File: src/rtl/mdvp_pkg.sv
// Shared constants, codes and controller/datapath interface types of the vertex peeling block.
package mdvp_pkg;

    // Store sizes and derived widths.
    localparam int MAX_VERTICES = 1024;
    localparam int MAX_EDGES    = 8192;
    localparam int VW = $clog2(MAX_VERTICES);
    localparam int EW = $clog2(MAX_EDGES);
    localparam int CW = 11;
    localparam int FW = EW + 1;
    localparam int IW = (FW > VW + 1) ? FW : VW + 1;
    localparam logic [CW-1:0] CNT_MAX = '1;

    // Configuration register indexes.
    localparam logic [1:0] CFG_CLIQUE  = 2'd0;
    localparam logic [1:0] CFG_PLEX_K  = 2'd1;
    localparam logic [1:0] CFG_MAXPASS = 2'd2;
    localparam logic [1:0] CFG_VTOTAL  = 2'd3;

    typedef enum logic [2:0] {
        OP_SET_VTX   = 3'd0,
        OP_ADD_EDGE  = 3'd1,
        OP_RUN       = 3'd2,
        OP_RD_VTX    = 3'd3,
        OP_RD_EDGE   = 3'd4,
        OP_CLR_EDGES = 3'd5
    } t_op;

    typedef enum logic [1:0] {
        ST_OK    = 2'd0,
        ST_RANGE = 2'd1,
        ST_FULL  = 2'd2
    } t_status;

    typedef enum logic [4:0] {
        S_CLEAR, S_IDLE, S_EXEC, S_CNT_CLR,
        S_E0, S_E1, S_E2, S_E3,
        S_V0, S_V1,
        S_M0, S_M1, S_M2,
        S_PASS_END, S_PASS_CHK, S_FINISH
    } t_state;

    // Commands from the controller to the datapath.
    typedef struct packed {
        logic latch;
        logic exec;
        logic idx_zero;
        logic idx_inc;
        logic clr_wr;
        logic cnt_clr;
        logic edge_rd;
        logic nb_rd;
        logic bump_a;
        logic bump_b;
        logic vtx_rd;
        logic vtx_dec;
        logic mark_rd;
        logic mark_wr;
        logic run_start;
        logic pass_start;
        logic pass_end;
        logic out_load;
    } t_dp_cmd;

    // Status from the datapath to the controller.
    typedef struct packed {
        logic idx_lt_nv;
        logic idx_lt_fill;
        logic idx_last_v;
        logic more_passes;
        logic op_run;
        logic out_free;
    } t_dp_stat;

endpackage

File: src/rtl/mdvp_ctrl.sv
// Controller state machine that sequences item execution and the peeling passes.
module mdvp_ctrl (
    input  logic               i_clk,
    input  logic               i_rst_n,
    input  logic               i_valid,
    output logic               o_ready,
    input  mdvp_pkg::t_dp_stat i_stat,
    output mdvp_pkg::t_dp_cmd  o_cmd
);

    mdvp_pkg::t_state r_state, n_state;

    // State register.
    always_ff @(posedge i_clk) begin
        if (!i_rst_n) begin
            r_state <= mdvp_pkg::S_CLEAR;
        end else begin
            r_state <= n_state;
        end
    end

    // Next state and commands.
    always_comb begin
        n_state = r_state;
        o_cmd   = '0;
        o_ready = 1'b0;
        unique case (r_state)
            mdvp_pkg::S_CLEAR: begin
                o_cmd.clr_wr = 1'b1;
                if (i_stat.idx_last_v) begin
                    o_cmd.idx_zero = 1'b1;
                    n_state = mdvp_pkg::S_IDLE;
                end else begin
                    o_cmd.idx_inc = 1'b1;
                end
            end
            mdvp_pkg::S_IDLE: begin
                o_ready = 1'b1;
                if (i_valid) begin
                    o_cmd.latch = 1'b1;
                    n_state = mdvp_pkg::S_EXEC;
                end
            end
            mdvp_pkg::S_EXEC: begin
                o_cmd.exec     = 1'b1;
                o_cmd.idx_zero = 1'b1;
                if (i_stat.op_run) begin
                    o_cmd.run_start = 1'b1;
                    n_state = mdvp_pkg::S_CNT_CLR;
                end else begin
                    n_state = mdvp_pkg::S_FINISH;
                end
            end
            mdvp_pkg::S_CNT_CLR: begin
                if (i_stat.idx_lt_nv) begin
                    o_cmd.cnt_clr = 1'b1;
                    o_cmd.idx_inc = 1'b1;
                end else begin
                    o_cmd.idx_zero = 1'b1;
                    n_state = mdvp_pkg::S_E0;
                end
            end
            mdvp_pkg::S_E0: begin
                if (i_stat.idx_lt_fill) begin
                    o_cmd.edge_rd = 1'b1;
                    n_state = mdvp_pkg::S_E1;
                end else begin
                    o_cmd.idx_zero = 1'b1;
                    n_state = mdvp_pkg::S_V0;
                end
            end
            mdvp_pkg::S_E1: begin
                o_cmd.nb_rd = 1'b1;
                n_state = mdvp_pkg::S_E2;
            end
            mdvp_pkg::S_E2: begin
                o_cmd.bump_a = 1'b1;
                n_state = mdvp_pkg::S_E3;
            end
            mdvp_pkg::S_E3: begin
                o_cmd.bump_b  = 1'b1;
                o_cmd.idx_inc = 1'b1;
                n_state = mdvp_pkg::S_E0;
            end
            mdvp_pkg::S_V0: begin
                if (i_stat.idx_lt_nv) begin
                    o_cmd.vtx_rd = 1'b1;
                    n_state = mdvp_pkg::S_V1;
                end else begin
                    o_cmd.idx_zero = 1'b1;
                    n_state = mdvp_pkg::S_M0;
                end
            end
            mdvp_pkg::S_V1: begin
                o_cmd.vtx_dec = 1'b1;
                o_cmd.idx_inc = 1'b1;
                n_state = mdvp_pkg::S_V0;
            end
            mdvp_pkg::S_M0: begin
                if (i_stat.idx_lt_fill) begin
                    o_cmd.edge_rd = 1'b1;
                    n_state = mdvp_pkg::S_M1;
                end else begin
                    n_state = mdvp_pkg::S_PASS_END;
                end
            end
            mdvp_pkg::S_M1: begin
                o_cmd.mark_rd = 1'b1;
                n_state = mdvp_pkg::S_M2;
            end
            mdvp_pkg::S_M2: begin
                o_cmd.mark_wr = 1'b1;
                o_cmd.idx_inc = 1'b1;
                n_state = mdvp_pkg::S_M0;
            end
            mdvp_pkg::S_PASS_END: begin
                o_cmd.pass_end = 1'b1;
                n_state = mdvp_pkg::S_PASS_CHK;
            end
            mdvp_pkg::S_PASS_CHK: begin
                if (i_stat.more_passes) begin
                    o_cmd.pass_start = 1'b1;
                    o_cmd.idx_zero   = 1'b1;
                    n_state = mdvp_pkg::S_CNT_CLR;
                end else begin
                    n_state = mdvp_pkg::S_FINISH;
                end
            end
            mdvp_pkg::S_FINISH: begin
                if (i_stat.out_free) begin
                    o_cmd.out_load = 1'b1;
                    n_state = mdvp_pkg::S_IDLE;
                end
            end
            default: begin
                n_state = mdvp_pkg::S_IDLE;
            end
        endcase
    end

    // A result is only loaded when the output register can take it.
    a_load_free: assert property (@(posedge i_clk) disable iff (!i_rst_n)
        o_cmd.out_load |-> i_stat.out_free)
        else $error("result loaded into an occupied output register");

    // No transfer is taken while the reset clearing sweep runs.
    a_clear_closed: assert property (@(posedge i_clk) disable iff (!i_rst_n)
        (r_state == mdvp_pkg::S_CLEAR) |-> !o_ready)
        else $error("input taken during clearing sweep");

    // A run always leaves the pass check through a fresh pass or the result.
    a_pass_exit: assert property (@(posedge i_clk) disable iff (!i_rst_n)
        (r_state == mdvp_pkg::S_PASS_CHK) |=>
            (r_state == mdvp_pkg::S_CNT_CLR || r_state == mdvp_pkg::S_FINISH))
        else $error("bad exit from pass check");

endmodule

File: config.mk
export PLATFORM = sky130hd
export DESIGN_NAME = mdvp_ctrl
export DESIGN_NICKNAME = d
export VERILOG_FILES = /design/src/rtl/mdvp_pkg.sv /design/src/rtl/mdvp_ctrl.sv
export SDC_FILE = /design/constraint.sdc
export NUM_CORES = 1
export LEC_CHECK = 0
export ABC_AREA = 1
export BUFFER_PORTS_ARGS = -buffer_cell sky130_fd_sc_hd__buf_2
export CORE_AREA = 3 3 40 42
export CTS_BUF_LIST = sky130_fd_sc_hd__clkbuf_2
export DETAILED_ROUTE_END_ITERATION = 8
export DIE_AREA = 0 0 43 45
export PLACE_DENSITY = 0.69
export SETUP_SLACK_MARGIN = 0.3
export SYNTH_ARGS = -nofsm -noshare
export SYNTH_HDL_FRONTEND = slang
export SYNTH_SLANG_ARGS = --single-unit
File: constraint.sdc
create_clock -name i_clk -period 1.5 [get_ports i_clk]
set_input_delay 0.225 -clock i_clk [delete_from_list [all_inputs] [get_ports i_clk]]
set_output_delay 0.225 -clock i_clk [all_outputs]
set_load 0.02 [all_outputs]
# == After elaboration in Yosys (flattened, before gate mapping) ==
# Cells that the tools add are included.
# totals
reg_bits,5
latch_bits,0
mem_bits_rw,0
mem_bits_ro,0
inputBits,9
output_inout_bits,19
elab_cells,64
mem_count,0
# op_classes
add_sub_neg,0
mul,0
n_div,0
order_cmp,0
eq_ne,19
shift,0
n_mux,39
bitwise,0
n_reduce_logical,5
# ops
cell,n
one-hot mux 5 bit (16 select lines),1
equality test 5 x 4 -> 1 bit (second input constant),8
two-way mux 1 bit,27
equality test 5 x 3 -> 1 bit (second input constant),4
two-way mux 5 bit,4
two-way mux 4 bit,3
equality test 5 x 2 -> 1 bit (second input constant),2
inequality test 2 bit (second input constant),4
equality test 5 x 1 -> 1 bit (second input constant),1
zero test 5 bit,1
one-hot mux 1 bit (5 select lines),1
AND reduction 4 bit,1
OR reduction 2 bit,2
two-way mux 3 bit,1
one-hot mux 1 bit (3 select lines),1
OR reduction 3 bit,1
two-way mux 2 bit,1

# == Longest topological paths before layout ==
# Gate-level depths: netlist (run 1).
# logic_depth
word_depth,3
ltp_mapped,8
mapped_depth_nobuf,8

# == Worst setup path before layout (run 1) ==
# OpenSTA, ideal clock, no wires.
# synth_timing
path_type,register -> output
start,register r_state[3]
end,output port o_cmd[14] in the netlist's numbering
t_arrival_ns,1.309
slack_ns,-0.034
path_stages_with_launch,5
n_path_buf,0
path_cell_list,dfxtp_1 > nand2_1 > nor3_1 > nor3_1 > nand3_1
# synth_rtl
item,line_no,rtl
"start, declared",mdvp_ctrl.sv:11,"mdvp_pkg::t_state r_state, n_state;"
"start signal, assigned",mdvp_ctrl.sv:16,r_state <= mdvp_pkg::S_CLEAR;
"start signal, assigned",mdvp_ctrl.sv:18,r_state <= n_state;
"end, declared",mdvp_ctrl.sv:8,output mdvp_pkg::t_dp_cmd o_cmd

==> impl_metrics.tcl, run 1 <==
set metrics [dict create \
    syn_nets 110 \
    dr.pass1.iters 4 \
    dieArea_um2 1940 \
    netlist_area_um2 520 \
    fin_ws_ns -0.134 \
    cts_made_buffers 3 \
    fin_skew_ns 0.0173 \
    synthArstFlopShare_pct 0 \
    crit_start "r_state[2]" \
    avgViaCountPerCell 5.25 \
    rr_endpoint "r_state[2]" \
    tritoncts "yes" \
    max_freq_mhz 612 \
    wirelength_um 2370 \
    placed_area_um2 746 \
    die_w_um 43 \
    yosys_most_used_dff "dfxtp_1" \
    cap_viol_max_count 0 \
    largest_register_ff_count 4 \
    nNetsFinal 155 \
    ys_warn_count 0 \
    slowest_stage "dfxtp_4" \
    fin_area_um2 1060 \
    route.detailed.drc 0 \
    slowest_delay_ns 0.40 \
    max_slew_margin_pct 81.2 \
    place.detailed.hpwl_um 1400 \
    regMostFlops "r_state" \
    finalCritPeriodShare_pct 109 \
    io_pins 28 \
    p_sw_mw 1.02 \
    crit_chain "inv_1, nor2_1, nand3_1, nand2_1, buf_2" \
    min_to "r_state[0]" \
    fillCellCount 81 \
    yosysTopAreaCell "nand2_1" \
    clk_latency_ns 0.22 \
    grt_antenna_before_repair 0 \
    fin_crit_ns 1.63 \
    synthToLayoutAreaGrowth_pct 105 \
    clockBufferDepth 2 \
    r2r-start "r_state[2]" \
    grt_usage_pct 22.4 \
    endpoint_kind "primary output" \
    synth_edf_count 0 \
    portBuffers 27 \
    grt_pass1_wl_um 3290 \
    drt_iter0_markers 29 \
    place_congestion 0.904 \
    critPathRequiredTime_ns 1.27 \
    dp_slack_ns 0.112 \
    tightest_slew_ns 0.281 \
    ys_types 19 \
    clk_pin_slew_ns 0.06 \
    intPower_mw 0.913 \
    hp-start "i_rst_n" \
    synth_most_common_cell "nand2_1" \
    rsz0062_at_grt "true" \
    grt_max_degree 7 \
    ys_seq_elements 4 \
    clkPwrFrac_pct 6.2 \
    worstSetupStartpointType "register" \
    core_area_um2 1280 \
    grt_pass1_vias 751 \
    syn_avg_cell_area_um2 5.15 \
    ir_drop_uv 1380 \
    worst-path-max-fanout 5 \
    ctsHoldBuffers 0 \
    yosysSeqAreaShare_pct 15.4 \
    clock-sinks 4 \
    vias 840 \
    combPwrFrac_pct 80.5 \
    slew_viol_final 0 \
    reg.largest.list "r_state: 4 flops" \
    outcome "complete, but fails checks" \
    crit_type "register to primary output" \
    whs_ns 0.241 \
    reg2reg_depth 8 \
    violations "setup timing" \
    power_density_nw_per_um2 1820 \
    netSwitchingFraction_pct 52.8 \
    ant_nets 0 \
    synth_top_area_share_pct 18.0 \
    critPathArrivalTime_ns 1.41 \
    h-tree-depth 1 \
    hold_viol_final 0 \
    pwr-share-seq_pct 13.3 \
    setup_viol 5 \
    root_buffer "clkbuf_2" \
    hold_depth 3 \
    totalPowerFinal_mw 1.93 \
    reg2reg_slack_ns 0.12 \
    synthTopCellsByArea "nand2_1, dfxtp_1, inv_1" \
    grt-ovfl-total 0 \
    yosys-top-cells-count "nand2_1, inv_1, nor2_1, nand3_1, nor3_1" \
    holdCritPathClass "input port to register" \
    fp.dieH_um 45 \
    p_leak_nw 0.640 \
    avgRoutedWirePerCell_um 14.8 \
    n_antenna_cell 0 \
    start_util_pct 40.5 \
    drive_above_1_share_pct 63.4 \
    rows 13 \
    syn_inst 101 \
]
routing by layer:
metal	track usage [%]	vias to the layer above	wire length (um)
li1	-	406	-
met4	9.64	0	40
met3	5.18	7	149
met2	39.5	38	1230
met1	26.0	389	949
met5	0	-	0
stage by stage:
stage               setup TNS (ns)  util, %  std cells
floorplan                        0        -        101
global placement                 0     58.0        144
detailed placement               0     58.0        144
CTS                        -0.0364     72.9        156
global route                -0.871     82.9        160
finish                      -0.270     82.9        160
critical path, delay by kind of cell, from the launching register on:
kind	cells	cell delay, ns
flip-flops	1	0.40
AND/OR/NAND/NOR	3	0.55
buffers and inverters	2	0.25
kinds of logic after synthesis:
logic type             share of synthesized area [%]
and+or+nand+nor                                 56.2
AOI/OAI and AO/OA                               11.1
DFF                                             15.4
buffers and inverters                           17.3
layout make-up:
cell class / instances / area [um^2] / share of cell area, %
multi-input combinational: 73 / 518 / 48.6
timing repair buffer: 40 / 320 / 30.1
sequential: 4 / 95.1 / 8.93
inverter: 24 / 92.6 / 8.70
clock buffer: 4 / 20.0 / 1.88
tap: 15 / 18.8 / 1.76
power by group through the flow:
stage	Combinational, mW	Sequential, mW	Clock (mW)
final	1.56	0.258	0.120
after global routing	1.65	0.263	0.141
after CTS	1.28	0.243	0.122
after detailed placement	0.957	0.232	0
after global placement	0.950	0.228	0
after floorplan	0.713	0.222	0
cell usage in the layout (no fill, tap or decap), drive strengths merged:
master	n
a211oi	1
a21oi	3
buf	40
clkbuf	4
dfxtp	4
inv	24
nand2	28
nand3	8
nand4	1
nor2	21
nor3	6
o211ai	1
o21ai	2
o21bai	1
o22ai	1
worst max-delay path by stage:
| stage | to | cells past startpoint |
|---|---|---|
| after global placement | o_cmd[15] | 6 |
| after global routing | o_cmd[11] | 5 |
| after floorplan | o_cmd[15] | 5 |
| after CTS | o_cmd[15] | 6 |
| final | o_cmd[11] | 5 |
| after detailed placement | o_cmd[15] | 6 |
repair_timing:
item / CTS / global route
setup endpoints to repair: 23 / 23
gates cloned: 0 / 0
resized for setup: 35 / 28
buffers inserted: 8 / 4
pin swaps: 7 / 8
Note: power is estimated with default switching activity, not from simulation.
==> run 2, diff against run 1 <==
- ABC_AREA: 1 -> 0
- CORE_AREA: 3 3 40 42 -> unset
- CORE_MARGIN: unset -> 3
- CORE_UTILIZATION: unset -> 49
- DIE_AREA: 0 0 43 45 -> unset
- PLACE_DENSITY: 0.69 -> 0.79
==> run 2 against run 1 <==
The run now fails in clock tree synthesis. Synthesized cell count increased by 2.0%. Synthesized area is 35% higher.
==> impl_metrics.tcl, run 2 <==
set metrics [dict create \
    outcome "aborted with a tool error" \
    lastStage "clock tree synthesis" \
    stop_error "[ERROR DPL-0038] Utilization greater than 100%, impossible to legalize" \
    placed_area_um2 1100 \
    clockBufferDepth 2 \
    post_cts_buffers 13 \
    ctsHoldBuffers 0 \
    ys_types 41 \
    syn_nets 112 \
    die_w_um 43.9 \
    yosysTopAreaCell "dfxtp_1" \
    synth_most_common_cell "nor2_1" \
    portBuffers 27 \
    cts_resized 59 \
    syn_inst 103 \
    fp.dieH_um 43.9 \
    clock-sinks 4 \
    start_util_pct 53.3 \
    root_buffer "clkbuf_2" \
    synthArstFlopShare_pct 0 \
    dp_slack_ns 0.00253 \
    h-tree-depth 1 \
    syn_avg_cell_area_um2 6.81 \
    yosysSeqAreaShare_pct 11.4 \
    synth_top_area_share_pct 11.4 \
    synth_edf_count 0 \
    yosys_most_used_dff "dfxtp_1" \
    yosys-top-cells-count "nor2_1, nor3_1, a21oi_1, nand2_1" \
    synthTopCellsByArea "dfxtp_1, buf_6, nor2_1" \
    rows 13 \
    ys_seq_elements 4 \
    io_pins 28 \
    ys_warn_count 0 \
    netlist_area_um2 702 \
    place_congestion 0.866 \
    place.detailed.hpwl_um 1750 \
    cts_made_buffers 3 \
]
==> run 2: cell types whose count changed after synthesis, sizes merged, moves of 5 or more <==
cell / delta
nand2: -20
nand2b: +5
nor2: -8
buf: +10
o21ai: +5
inv: -19
nand3: -7
==> run 2: kinds of logic after synthesis <==
| group | after synthesis | synth area share [%] |
|---|---|---|
| buffers and inverters | 15 | 15.0 |
| AOI/OAI and AO/OA | 29 | 28.7 |
| DFF | 4 | 11.4 |
| xor gates and xnor gates | 1 | 1.25 |
| and+or+nand+nor | 54 | 43.7 |
==> run 2: stage by stage <==
stage,cells,hold slack [ns]
2_1_floorplan,103,0.381
3_3_place_gp,155,0.523
3_5_place_dp,155,0.539
==> run 3, diff against run 2 <==
- CORE_AREA: unset -> 3 3 64 66
- CORE_MARGIN: 3 -> unset
- CORE_UTILIZATION: 49 -> unset
- CTS_BUF_LIST: sky130_fd_sc_hd__clkbuf_2 -> unset
- DIE_AREA: unset -> 0 0 67 69
- PLACE_DENSITY: 0.79 -> unset
- PLACE_DENSITY_LB_ADDON: unset -> 0.15
- SETUP_SLACK_MARGIN: 0.3 -> unset
==> run 3 against run 2 <==
The flow now finishes, with violations (setup timing). Synthesized cell count unchanged. Synthesized area is the same.
==> impl_metrics.tcl, run 3 <==
set metrics [dict create \
    power_density_nw_per_um2 654 \
    grt_usage_pct 12.2 \
    synthTopCellsByArea "dfxtp_1, buf_6, nor2_1" \
    yosys-top-cells-count "nor2_1, nor3_1, a21oi_1, nand2_1" \
    yosysTopAreaCell "dfxtp_1" \
    slew_viol_final 0 \
    dieArea_um2 4620 \
    rsz0062_at_grt "true" \
    cap_viol_max_count 0 \
    hold_viol_final 0 \
    ys_seq_elements 4 \
    route.detailed.drc 0 \
    critPathRequiredTime_ns 1.27 \
    worstSetupStartpointType "register" \
    ctsHoldBuffers 0 \
    fin_ws_ns -0.121 \
    ir_drop_uv 192 \
    rows 22 \
    muxShareOfSynthArea_pct 0 \
    placed_area_um2 1020 \
    grt_pass1_vias 965 \
    die_w_um 67 \
    fp.dieH_um 69 \
    synth_top_area_share_pct 11.4 \
    tritoncts "yes" \
    worst-path-max-fanout 6 \
    portBuffers 27 \
    yosysSeqAreaShare_pct 11.4 \
    setup_tns_ns -0.767 \
    yosys_most_used_dff "dfxtp_1" \
    ys_types 41 \
    avgViaCountPerCell 4.76 \
    cts_made_buffers 3 \
    start_util_pct 19.3 \
    outcome "complete, but fails checks" \
    synthSimpleGateAreaFrac_pct 43.7 \
    h-tree-depth 1 \
    clock-sinks 4 \
    crit_type "register to primary output" \
    clockBufferDepth 2 \
    vias 975 \
    fin_skew_ns 0.000704 \
    avgRoutedWirePerCell_um 13.6 \
    wirelength_um 2780 \
    io_pins 28 \
    fin_util_pct 38.7 \
    violations "setup timing" \
    drive_above_1_share_pct 65.0 \
    synth_compound_area_share_pct 28.7 \
    whs_ns 0.317 \
    final_common_cell "buf_4" \
    synthToLayoutAreaGrowth_pct 100 \
    grt-ovfl-total 0 \
    synth_top_family_by_area "simple AND/OR/NAND/NOR gates" \
    fillCellCount 386 \
    p_leak_nw 0.620 \
    reg.largest.list "r_state: 4 flops" \
    clk_pin_slew_ns 0.03 \
    fin_crit_ns 1.62 \
    clk_latency_ns 0.22 \
    synth_edf_count 0 \
    reg2reg_slack_ns -0.06 \
    critPathArrivalTime_ns 1.40 \
    max_slew_margin_pct 78.7 \
    synth_most_common_cell "nor2_1" \
    drt_iter0_markers 32 \
    grt_max_degree 15 \
    holdCritPathClass "input port to register" \
    yosys.area_share.adder_pct 0 \
    endpoint_kind "primary output" \
    finalCritPeriodShare_pct 108 \
    cp_num_buf_inv 2 \
    setup_viol 13 \
    fin_area_um2 1410 \
    netlist_area_um2 702 \
    regArea_um2 95.1 \
    syn_avg_cell_area_um2 6.81 \
    max_freq_mhz 617 \
    slowest_stage "dfxtp_4" \
    regMostFlops "r_state" \
    largest_register_ff_count 4 \
    syn_inst 103 \
    synthXorXnorAreaFrac_pct 1.25 \
    ys_warn_count 0 \
    multi_input_area_um2 678 \
    n_antenna_cell 0 \
    crit_chain "buf_12, or2b_4, o41ai_2, buf_4" \
    grt_antenna_before_repair 0 \
    slowest_delay_ns 0.35 \
    place_congestion 0.777 \
    place.detailed.hpwl_um 2000 \
    tightest_slew_ns 0.317 \
    root_buffer "clkbuf_8" \
    layout_common_cells "buf_4, buf_2, nor2_1" \
    syn_nets 112 \
    totalPowerFinal_mw 0.919 \
    nNetsFinal 168 \
    critPathTopFamily "flip-flops" \
    ant_nets 0 \
    grt_pass1_wl_um 4420 \
    dr.pass1.iters 4 \
    synthArstFlopShare_pct 0 \
    core_area_um2 3630 \
]
==> run 3: cell counts after synthesis <==
Identical to the previous run, type by type.
==> run 3: path summary, 6_finish.rpt <==
check,startpoint,endpoint,cells after the start
worst max-delay path,r_state[2],o_cmd[15],4
worst min-delay path,i_rst_n,r_state[2],3
worst max register to register,r_state[2],r_state[2],7
worst min register to register,r_state[3],r_state[3],3
==> run 3: cell families (layout without fill, tap and decap cells) <==
kind of cell,count (synthesis),after routing
buffers and inverters,15,69
AND/OR/NAND/NOR,54,54
XOR/XNOR,1,1
flip-flops,4,4
AO/OA/AOI/OAI,29,29
==> run 3: final cells by class <==
| cell class | count | area share [%] |
|---|---|---|
| multi-input cells | 84 | 48.3 |
| repair buffers | 61 | 36.4 |
| flip-flops and latches | 4 | 6.77 |
| inverters | 5 | 1.34 |
| well taps | 48 | 4.27 |
| clock buffers | 3 | 2.94 |
==> run 3: per-layer routing <==
layer,wire length [um],vias up,track usage (%)
li1,-,486,-
met1,1110,467,14.2
met2,1540,17,21.8
met3,87,5,0.977
met4,41,0,5.41
met5,0,-,0
==> run 3: what timing repair did <==
item,in CTS,in global routing
setup endpoints to repair,21,21
buffers inserted,9,2
cloned,1,0
gates resized for setup,42,23
pin swaps,11,7
==> run 3: worst register-to-register path, stage by stage, from the launching register on <==
cell	delay, ns
dfxtp_4	0.34
buf_4	0.14
buf_16	0.13
buf_4	0.13
and4b_1	0.18
o21ai_2	0.16
nand3_2	0.13
a221oi_2	0.25
==> run 3: where the power goes <==
group	switching (mW)	internal [mW]	leakage [nW]
registers	0.0290	0.117	0.0355
clock network	0.0561	0.171	0.0216
logic	0.271	0.275	0.563
total	0.356	0.563	0.620
==> run 3: through the flow <==
step	std cells	worst slack, ns
2_1_floorplan	103	-0.114
3_3_place_gp	190	-0.0688
3_5_place_dp	190	-0.0306
4_1_cts	203	-0.161
5_1_grt	205	-0.187
6_report	205	-0.121
==> run 4, diff against run 3 <==
- CORE_AREA: 3 3 64 66 -> 2 2 63 65
- DIE_AREA: 0 0 67 69 -> 0 0 65 67
- GPL_TIMING_DRIVEN: unset -> 1
==> run 4 against run 3 <==
The flow still finishes with violations (setup timing). Via count grew 1.3%. Setup slack lost 0.016 ns. Combinational power grew 15%. Die area shrank 5.8%. Total power grew 9.1%. Critical path depth grew 2. Sequential share of layout area shrank 0.63 points. First-iteration DRC count grew 75%. Cell count grew 0.49%. Core utilization grew 3.2 points. Critical path type unchanged.
==> impl_metrics.tcl, run 4 (synthesis gave the netlist of run 3 again) <==
set metrics [dict create \
    outcome "complete, but fails checks" \
    violations "setup timing" \
    vias 988 \
    die_w_um 65 \
    ir_drop_uv 222 \
    slowest_stage "dfxtp_4" \
    crit_path_frequent_cell "buf_6" \
    power_density_nw_per_um2 664 \
    whs_ns 0.325 \
    cap_viol_max_count 0 \
    intPower_mw 0.608 \
    endpoint_kind "primary output" \
    clk_pin_slew_ns 0.03 \
    p_sw_mw 0.394 \
    n_antenna_cell 0 \
    crit_chain "buf_8, buf_6, xor2_1, a31oi_1, nand2_1, buf_6" \
    ant_nets 0 \
    rsz0062_at_grt "true" \
    wirelength_um 2990 \
    ctsHoldBuffers 0 \
    totalPowerFinal_mw 1.00 \
    grt_pass1_wl_um 4480 \
    avgRoutedWirePerCell_um 14.5 \
    grt_max_degree 15 \
    pwr-share-seq_pct 14.5 \
    clkPwrFrac_pct 22.8 \
    critPathTopFamily "buffers and inverters" \
    fin_crit_ns 1.64 \
    netSwitchingFraction_pct 39.3 \
    core_area_um2 3610 \
    clk_latency_ns 0.22 \
    finalCritPeriodShare_pct 109 \
    tightest_slew_ns 0.377 \
    regMostFlops "r_state" \
    synthToLayoutAreaGrowth_pct 115 \
    start_util_pct 19.5 \
    dr.pass1.iters 4 \
    clock-sinks 4 \
    grt_usage_pct 13.2 \
    reg.largest.list "r_state: 4 flops" \
    hold_viol_final 0 \
    setup_viol 10 \
    cts_made_buffers 3 \
    nNetsFinal 169 \
    drt_iter0_markers 56 \
    grt_pass1_vias 937 \
    drive_above_1_share_pct 68.4 \
    fin_skew_ns 0.00362 \
    critPathArrivalTime_ns 1.41 \
    cp_num_buf_inv 3 \
    largest_register_ff_count 4 \
    max_freq_mhz 611 \
    worstSetupStartpointType "register" \
    tritoncts "yes" \
    clockBufferDepth 2 \
    grt_antenna_before_repair 0 \
    grt-ovfl-total 0 \
    worst-path-max-fanout 7 \
    dieArea_um2 4360 \
    io_pins 28 \
    fp.dieH_um 67 \
    root_buffer "clkbuf_8" \
    rows 22 \
    portBuffers 27 \
    h-tree-depth 1 \
    critPathRequiredTime_ns 1.27 \
    fillCellCount 349 \
    slew_viol_final 0 \
    max_slew_margin_pct 74.7 \
    combPwrFrac_pct 62.7 \
    holdCritPathClass "input port to register" \
    place.detailed.hpwl_um 1910 \
    avgViaCountPerCell 4.80 \
    place_congestion 0.845 \
    p_leak_nw 0.662 \
    crit_type "register to primary output" \
    slowest_delay_ns 0.37 \
    layout_common_cells "buf_4, buf_6, buf_2" \
    final_common_cell "buf_4" \
    route.detailed.drc 0 \
    fin_ws_ns -0.137 \
]
-- run 4: per-layer routing --
metal,up-vias,global-route usage [%],wire [um]
met5,-,0,0
met4,0,4.79,0
met3,0,0.845,97
met2,22,23.3,1630
met1,482,16.7,1260
li1,484,-,-
-- run 4: worst paths after layout --
path | end | slack [ns] | startpoint | cells past startpoint
setup reg to reg | r_state[2] | -0.05 | r_state[2] | 6
hold / removal | r_state[1] | 0.32 | i_rst_n | 3
hold reg to reg | r_state[1] | 0.73 | r_state[1] | 4
setup / recovery | o_cmd[14] | -0.14 | r_state[0] | 6
-- run 4: power by group through the flow --
stage	Clock [mW]	Combinational (mW)	Sequential, mW
floorplan	0	0.272	0.126
global placement	0	0.424	0.146
detailed placement	0	0.416	0.147
CTS	0.231	0.510	0.141
global route	0.244	0.671	0.147
finish	0.229	0.628	0.145
-- run 4: area by class of cell --
| type | count | area [um^2] | share of cell area (%) |
|---|---|---|---|
| multi-input cells | 84 | 711 | 47.1 |
| repair buffers | 62 | 578 | 38.3 |
| inverters | 5 | 26.3 | 1.74 |
| well taps | 48 | 60.1 | 3.98 |
| flip-flops and latches | 4 | 92.6 | 6.14 |
| clock buffers | 3 | 41.3 | 2.74 |
-- run 4: worst register-to-register path: cells and delay by family, from the launching register on --
kind | cells | cell delay (ns)
AOI/OAI and AO/OA | 2 | 0.38
buffers and inverters | 2 | 0.28
DFF | 1 | 0.36
and+or+nand+nor | 2 | 0.44
-- run 4: through the flow --
stage / worst slack [ns] / setup TNS (ns) / util [%] / std cells / instance area [um^2]
2_1_floorplan: -0.114 / -0.140 / - / 103 / 721
3_3_place_gp: -0.0826 / -0.432 / 28.1 / 191 / 1010
3_5_place_dp: -0.0593 / -0.308 / 28.1 / 191 / 1010
4_1_cts: -0.133 / -0.448 / 35.5 / 203 / 1280
5_1_grt: -0.196 / -1.37 / 41.8 / 206 / 1510
6_report: -0.137 / -0.553 / 41.8 / 206 / 1510
-- run 4: timing repair --
item | CTS | global route
gates resized for setup | 42 | 48
pin swaps | 12 | 11
endpoints found under the setup margin | 21 | 21
cloned | 1 | 0
setup buffers | 8 | 3
